<file path="src/hdl/rag_pkg.sv">
package rag_pkg;

	localparam int MaxProcesses = 32;
	localparam int MaxResources = 32;
	localparam int NodeSlots = MaxProcesses + MaxResources;
	localparam int SlotW = $clog2(NodeSlots);
	localparam int CountW = 6;
	localparam int CountLimit = 32;
	localparam int DepthW = SlotW + 1;
	localparam int QueueDepth = 2;

	typedef enum logic [1:0] {
		CMD_CLEAR  = 2'd0,
		CMD_ADD    = 2'd1,
		CMD_DETECT = 2'd2,
		CMD_NONE   = 2'd3
	} command_t;

	typedef enum logic [0:0] {
		REG_NUM_PROCESSES = 1'b0,
		REG_NUM_RESOURCES = 1'b1
	} reg_index_t;

	typedef enum logic [1:0] {
		OP_CLEAR  = 2'd0,
		OP_ADD    = 2'd1,
		OP_DETECT = 2'd2
	} op_t;

	typedef struct packed {
		op_t              op;
		logic [SlotW-1:0] row;
		logic [SlotW-1:0] col;
	} job_t;

	typedef enum logic [3:0] {
		ST_IDLE,
		ST_CLEAR,
		ST_ADD,
		ST_ROOT,
		ST_SCAN,
		ST_FIND,
		ST_EMIT,
		ST_EMIT_WAIT,
		ST_POP,
		ST_RESUME,
		ST_NONE
	} state_t;

	function automatic logic [CountW-1:0] saturate_count(input logic [CountW-1:0] v,
			input int cap);
		logic [CountW-1:0] lim;
		lim = (cap < CountLimit) ? CountW'(cap) : CountW'(CountLimit);
		if (v == '0) begin
			return CountW'(1);
		end
		if (v > lim) begin
			return lim;
		end
		return v;
	endfunction

endpackage

</file>
<file path="src/hdl/rag_front.sv">
module rag_front (
	input  logic                      clk,
	input  logic                      arst_n,
	input  logic                      valid,
	output logic                      stall,
	input  logic [1:0]                command,
	input  logic                      edge_kind,
	input  logic [4:0]                from_number,
	input  logic [4:0]                to_number,
	input  logic [rag_pkg::CountW-1:0] num_processes,
	input  logic [rag_pkg::CountW-1:0] num_resources,
	output logic                      job_valid,
	input  logic                      job_ready,
	output rag_pkg::job_t             job
);
	import rag_pkg::*;

	job_t queue_q [QueueDepth];
	logic [$clog2(QueueDepth+1)-1:0] count_q;
	logic wr_ptr_q, rd_ptr_q;
	logic accept, push, pop;
	logic [4:0] p_num, r_num;
	job_t in_job;
	logic keep;

	assign stall = (count_q == ($clog2(QueueDepth+1))'(QueueDepth));
	assign accept = valid && !stall;
	assign p_num = edge_kind ? to_number : from_number;
	assign r_num = edge_kind ? from_number : to_number;

	always_comb begin
		in_job = '0;
		keep = 1'b0;
		case (command_t'(command))
			CMD_CLEAR: begin
				in_job.op = OP_CLEAR;
				keep = 1'b1;
			end
			CMD_ADD: begin
				in_job.op = OP_ADD;
				keep = ({1'b0, p_num} < num_processes) && ({1'b0, r_num} < num_resources);
				if (edge_kind) begin
					in_job.row = SlotW'(MaxProcesses) + SlotW'(r_num);
					in_job.col = SlotW'(p_num);
				end else begin
					in_job.row = SlotW'(p_num);
					in_job.col = SlotW'(MaxProcesses) + SlotW'(r_num);
				end
			end
			CMD_DETECT: begin
				in_job.op = OP_DETECT;
				keep = 1'b1;
			end
			default: keep = 1'b0;
		endcase
	end

	assign push = accept && keep;
	assign job_valid = (count_q != '0);
	assign pop = job_valid && job_ready;
	assign job = queue_q[rd_ptr_q];

	always_ff @(posedge clk) begin
		if (push) begin
			queue_q[wr_ptr_q] <= in_job;
		end
	end

	always_ff @(posedge clk or negedge arst_n) begin
		if (!arst_n) begin
			count_q <= '0;
			wr_ptr_q <= 1'b0;
			rd_ptr_q <= 1'b0;
		end else begin
			if (push) wr_ptr_q <= ~wr_ptr_q;
			if (pop) rd_ptr_q <= ~rd_ptr_q;
			count_q <= count_q + (push ? 1'b1 : 1'b0) - (pop ? 1'b1 : 1'b0);
		end
	end

	a_no_overflow: assert property (@(posedge clk) disable iff (!arst_n)
		count_q == ($clog2(QueueDepth+1))'(QueueDepth) |-> !push)
		else $error("queue overflow");
	a_count_range: assert property (@(posedge clk) disable iff (!arst_n)
		count_q <= ($clog2(QueueDepth+1))'(QueueDepth))
		else $error("queue count out of range");
	a_pop_nonempty: assert property (@(posedge clk) disable iff (!arst_n)
		pop |-> count_q != '0)
		else $error("pop from empty queue");

endmodule

</file>
<file path="config.mk">
export PLATFORM = sky130hd
export DESIGN_NAME = rag_front
export DESIGN_NICKNAME = d
export VERILOG_FILES = /design/src/hdl/rag_pkg.sv /design/src/hdl/rag_front.sv
export SDC_FILE = /design/constraint.sdc
export NUM_CORES = 1
export LEC_CHECK = 0
export BUFFER_PORTS_ARGS = -buffer_cell sky130_fd_sc_hd__clkbuf_2
export CORE_MARGIN = 3
export CORE_UTILIZATION = 35
export DETAILED_ROUTE_END_ITERATION = 8
export SETUP_SLACK_MARGIN = 0.5
export SLEW_MARGIN = 20
export SYNTH_ARGS = -nofsm -noshare
export SYNTH_HDL_FRONTEND = slang
export SYNTH_SLANG_ARGS = --single-unit
export TNS_END_PERCENT = 20
</file>
<file path="constraint.sdc">
create_clock -name clk -period 2.4 [get_ports clk]
set_input_delay 0.12 -clock clk [delete_from_list [all_inputs] [get_ports clk]]
set_output_delay 0.12 -clock clk [all_outputs]
set_load 0.03 [all_outputs]
</file>
Yosys cells after proc, flatten, opt, wreduce, memory -nomap -nowiden
Memory sizes are Yosys's and may differ from the RTL's.
Cells that the tools add are included.
{"block": "op_classes", "n_reduce_logical": 8, "n_lt_le_gt_ge": 2, "n_addsub": 3, "n_bitwise": 2, "eq_ne": 3, "n_mux": 10}
{"operator": "two-way mux 12 bit", "count": 2}
{"operator": "< comparator 5 x 6 -> 1 bit", "count": 2}
{"operator": "two-way mux 5 bit", "count": 2}
{"operator": "adder 6 x 5 -> 6 bit (first input constant)", "count": 1}
{"operator": "equality test 2 bit (second input constant)", "count": 2}
{"operator": "logical AND 1 bit", "count": 4}
{"operator": "two-way mux 1 bit", "count": 4}
{"operator": "case mux 2 bit (2 select lines)", "count": 1}
{"operator": "adder 2 x 1 -> 2 bit", "count": 1}
{"operator": "equality test 2 x 1 -> 1 bit (second input constant)", "count": 1}
{"operator": "zero test 2 bit", "count": 1}
{"operator": "NOT 1 bit", "count": 2}
{"operator": "case mux 1 bit (2 select lines)", "count": 1}
{"operator": "nonzero test 2 bit", "count": 1}
{"operator": "OR reduction 2 bit", "count": 1}
{"operator": "subtractor 2 x 1 -> 2 bit", "count": 1}
{"operator": "zero test 1 bit", "count": 1}
{"block": "word_totals", "n_memories": 1, "output_inout_bits": 16, "regBits": 4, "ram_bits": 28}
{"memory": "queue_q", "words": 2, "width": 14, "read_ports": 1, "rd_ports_with_merged_regs": 0, "write_ports": 1, "line": "rag_front.sv:18", "rtl": "job_t queue_q [QueueDepth];"}

Depth between registers and ports, before layout
{"block": "logic_depth", "ltp_word": 8, "mapped_depth": 12}

Worst setup path before layout
No wires, ideal clock.
{"block": "synth_path", "path_type": "input -> register", "startpoint": "in edge_kind", "endpoint": "mem queue_q[0][0] (netlist bit) (enable)", "path_buffers": 1, "t_arrival_ps": 2849, "setup_slack_ps": -852, "path_stages": 7, "setup_time_ps": 403, "t_required_ps": 1997, "path_cell_list": "buf_1 -> mux2_2 -> ha_1 -> a21oi_1 -> o2111ai_1 -> o41a_1 -> nor3_1"}
{"block": "synth_between", "elab_chain_cells": 7, "elab_cells_between_ends": 9, "cone_classes": "order compare (2); mux (5); reduce/logical (2)"}
{"element": "from (decl)", "line": "rag_front.sv:7", "rtl": "input logic edge_kind,"}
{"element": "two-way mux 5 bit, on equally long branches", "line": "rag_front.sv:28, rag_front.sv:29"}
{"element": "< comparator 5 x 6 -> 1 bit", "line": "rag_front.sv:41", "rtl": "keep = ({1'b0, p_num} < num_processes) && ({1'b0, r_num} < num_resources);"}
{"element": "logical AND 1 bit *", "line": "rag_front.sv:41"}
{"element": "case mux 1 bit (2 select lines) *", "line": "rag_front.sv:34", "rtl": "case (command_t'(command))"}
{"element": "logical AND 1 bit *", "line": "rag_front.sv:58", "rtl": "assign push = accept && keep;"}
{"element": "two-way mux 1 bit *", "line": "rag_front.sv:64", "rtl": "if (push) begin"}
{"element": "two-way mux 1 bit (not written as such) *", "line": "rag_front.sv:65", "rtl": "queue_q[wr_ptr_q] <= in_job;"}
{"element": "to (decl)", "line": "rag_front.sv:18"}
Mark *: on every way between the ends. The rest lies on a longest branch, timed or not.

Final worst setup path
{"block": "layout_path", "startpoint": "in edge_kind", "endpoint": "reg count_q[1]"}
{"block": "layout_between", "elab_chain_cells": 8, "elab_cells_between_ends": 10, "cone_classes": "add/sub (2); order compare (2); mux (4); reduce/logical (2)"}
{"element": "two-way mux 5 bit, on equally long branches", "line": "rag_front.sv:28, rag_front.sv:29"}
{"element": "< comparator 5 x 6 -> 1 bit", "line": "rag_front.sv:41"}
{"element": "logical AND 1 bit *", "line": "rag_front.sv:41"}
{"element": "case mux 1 bit (2 select lines) *", "line": "rag_front.sv:34"}
{"element": "logical AND 1 bit *", "line": "rag_front.sv:58"}
{"element": "two-way mux 1 bit *", "line": "rag_front.sv:77", "rtl": "count_q <= count_q + (push ? 1'b1 : 1'b0) - (pop ? 1'b1 : 1'b0);"}
{"element": "adder 2 x 1 -> 2 bit *", "line": "rag_front.sv:77"}
{"element": "subtractor 2 x 1 -> 2 bit *", "line": "rag_front.sv:77"}
{"element": "to (signal assigned)", "line": "rag_front.sv:77"}
{"element": "to (decl)", "line": "rag_front.sv:19", "rtl": "logic [$clog2(QueueDepth+1)-1:0] count_q;"}
Marked as above.
A chain may end at the register's enable or synchronous reset.

==> metrics.md <==
| Metric | Value |
|---|---|
| Status | complete, no violations |
| Power density over cell area | 870.0 mW/mm² |
| Hold Fails Final Rpt | 0 |
| Max VDD drop | 370.3 µV |
| First drt pass iteration count | 4 |
| Initial core utilization | 37.77% |
| Vias in the first global route | 1399 |
| Clk_skew | 0.005645 ns |
| Cts bufs inserted | 5 |
| Ant diodes | 0 |
| Gpl congestion | 0.7863 |
| R2R Path Start | count_q[1] |
| Mapped Area | 0.001724 mm² |
| Crit path cell chain | clkbuf_16, mux2_4, ha_4, a21oi_2, o2111ai_2, o41a_1, or2_1, ha_1, inv_1, ha_2, xnor2_2, xnor2_1 |
| Leak pwr | 1.046 nW |
| DRC errors left | 0 |
| Power Total | 2.099 mW |
| Critical Path Slowest Stage Cell | o41a_1 |
| Fraction of layout instances using a drive strength above 1 | 53.96% |
| IO buf count | 44 |
| Normalized max-slew margin | 45.01% |
| Post-Synthesis Cells | 132 |
| Worst-case clock buffer depth | 2 |
| H-tree depth | 2 |
| Remaining antenna violation count | 0 |
| Syn Nets | 171 |
| Initial antenna violation count | 0 |
| Hold Startpoint | job_ready |
| Reg clk slew, reported paths | 0.06 ns |
| Nets | 240 |
| Yosys reg bits | 32 |
| Crit path max-delay family | compound AO/OA/AOI/OAI gates |
| Critical path capture point type | register |
| Cell row count | 24 |
| MaxCap Viol Count | 0 |
| Clock Sink Count | 32 |
| Hold depth | 3 |
| Yosys warns | 0 |
| Seq/Total Area, Yosys | 54.57% |
| Worst slack at placement | -0.3561 ns |
| Routed length per instance | 14.30 µm |
| RSZ-0062 raised after global routing | yes |
| Post-Route WL | 3817 µm |
| Total GRT Usage | 14.06% |
| Max Slew Vio Count | 0 |
| Core footprint | 0.004564 mm² |
| Post-synth cell types | 29 |
| Die area | 0.005804 mm² |
| Post-layout worst setup margin | 0.1281 ns |
| Mean Syn Cell Area | 13.06 µm² |
| Final min period | 2.272 ns |
| Vias per cell | 4.689 |
| Critical Path Source Type | input pin |
| Worst-Skew Late Latency | 0.28 ns |
| Die Span Y | 76.19 µm |
| Clock root cell | clkbuf_8 |
| CP startpoint | edge_kind |
| Final setup viols | 0 |
| Crit Path Class | in -> reg |
| Largest net degree at the start of global routing | 16 |
| Vias | 1252 |
| Setup TNS Final | 0 ns |
| CTS tree | done |
| Area Overhead vs Synth | 39.91% |
| Peak Freq | 440.2 MHz |
| Post-detail-place hpwl | 2877 µm |
| Hold WS | 0.1639 ns |
| Crit share post-route | 94.66% |
| Reg2reg path depth | 8 |
| CP arrival | 2.44 ns |
| Worst Path Buf+Inv | 2 |
| Worst Hold Class | in -> reg |
| Design Area, Final | 0.002412 mm² |
| CP required | 2.57 ns |
| DRT iter0 DRCs | 28 |
| Grt ovf | 0 |
| Levels on crit path | 12 |
| Dpl cell area | 0.002188 mm² |
| Actual slew at the worst max-slew pin | 0.8232 ns |
| # IOs | 45 |
| Crit-path max FO | 5 |
| First-pass GRT wire length | 6417 µm |
| Die W | 76.19 µm |
| Crit-path max cell delay | 0.43 ns |
## routing by layer
| layer | vias to the layer above | track usage [%] | routed length (µm) | part of all wire (%) |
|---|---|---|---|---|
| li1 | 616 | - | - | - |
| met1 | 591 | 16.97 | 1754 | 46 |
| met2 | 39 | 23.05 | 1781 | 47 |
| met3 | 6 | 4.255 | 207 | 5.4 |
| met4 | 0 | 6.522 | 74 | 1.9 |
| met5 | - | 0 | 0 | 0 |
## where the power goes
group	internal (mW)	switching, mW
clock	0.196	0.183
sequential	0.730	0.0925
combinational	0.393	0.504
## tightest hold or removal path: stages
cell and delay [ns]:
clkbuf_2 0.07, and2_1 0.14, xor2_1 0.07
## flip-flops by register name, indices dropped and copies added, names as in the netlist
name	flops
wr_ptr_q	1
queue_q	28
rd_ptr_q	1
count_q	2
## cells in the final DEF (no fill, tap or decap), drive strengths merged
| master | n |
|---|---|
| a2111oi | 3 |
| a21oi | 3 |
| and2 | 13 |
| buf | 20 |
| clkbuf | 50 |
| clkinv | 3 |
| dfrtp | 4 |
| dlygate4sd3 | 1 |
| edfxtp | 28 |
| ha | 10 |
| inv | 12 |
| mux2 | 22 |
| mux2i | 2 |
| nand2 | 3 |
| nand2b | 5 |
| nand3 | 1 |
| nor2 | 4 |
| nor2b | 4 |
| nor3 | 2 |
| nor3b | 1 |
| nor4b | 1 |
| o2111ai | 2 |
| o21ai | 1 |
| o41a | 1 |
| or2 | 2 |
| or4 | 1 |
| xnor2 | 2 |
| xor2 | 1 |
## kinds of logic (layout without fill, tap and decap cells)
family / Yosys count / count (layout) / share of synthesized area, %
muxes: 24 / 24 / 15.53
DFF: 32 / 32 / 54.57
AOI/OAI and AO/OA: 10 / 10 / 5.080
xor gates and xnor gates: 3 / 3 / 1.524
and+or+nand+nor: 37 / 37 / 12.48
buffers and inverters: 16 / 86 / 3.555
adders and majority gates: 10 / 10 / 7.257
## path summary, 6_finish.rpt
path / end / slack (ns)
worst min-delay path: rd_ptr_q / 0.16
max in group asynchronous: count_q[1] / 2.08
worst max-delay path: count_q[1] / 0.13
min in group asynchronous: count_q[0] / 0.19
worst max register to register: count_q[1] / 0.54
worst min register to register: count_q[0] / 0.55
## cell type report
cell class	instances	area (µm²)
Inverter	12	45.04
Sequential cell	32	940.9
Timing Repair Buffer	66	424.2
Tap cell	65	81.33
Clock buffer	5	68.82
Multi-Input combinational cell	84	838.3
Clock inverter	3	13.76
Fill cell	414	2152
## metrics by stage
step | util, % | instances
6_report | 52.85 | 267
5_1_grt | 52.85 | 267
4_1_cts | 52.03 | 265
3_5_place_dp | 47.94 | 250
3_3_place_gp | 47.94 | 250
2_1_floorplan | - | 132
## what timing repair did
item	in CTS	in global routing
resized for setup	8	5
cloned	2	1
buffers inserted	4	1
endpoints found under the setup margin	30	30
pin swaps	3	6
hold buffers	1	0
hold endpoints to repair	4	0
## cell usage after synthesis
| library cell | count | area (µm²) |
|---|---|---|
| mux2i_1 | 2 | 20.02 |
| nor4b_1 | 1 | 8.760 |
| and2_1 | 13 | 81.33 |
| buf_1 | 1 | 3.750 |
| inv_1 | 12 | 45.04 |
| nor2b_1 | 4 | 25.02 |
| a21oi_1 | 3 | 15.01 |
| or2_1 | 1 | 6.260 |
| nand3_1 | 1 | 5.000 |
| nor3b_1 | 1 | 7.510 |
| or4_1 | 1 | 7.510 |
| nand2b_1 | 5 | 31.28 |
| nor3_1 | 2 | 10.01 |
| edfxtp_1 | 28 | 840.8 |
| o21ai_0 | 1 | 5.000 |
| o41a_1 | 1 | 11.26 |
| or2_2 | 1 | 6.260 |
| clkbuf_1 | 2 | 7.510 |
| nor2_1 | 4 | 15.01 |
| nand2_1 | 3 | 11.26 |
| ha_1 | 10 | 125.1 |
| dfrtp_1 | 4 | 100.1 |
| a2111oi_0 | 1 | 8.760 |
| buf_2 | 1 | 5.000 |
| mux2_2 | 22 | 247.7 |
| xor2_1 | 1 | 8.760 |
| xnor2_1 | 2 | 17.52 |
| a2111oi_2 | 2 | 30.03 |
| o2111ai_1 | 2 | 17.52 |
Note: power is estimated with default switching activity, not from simulation.
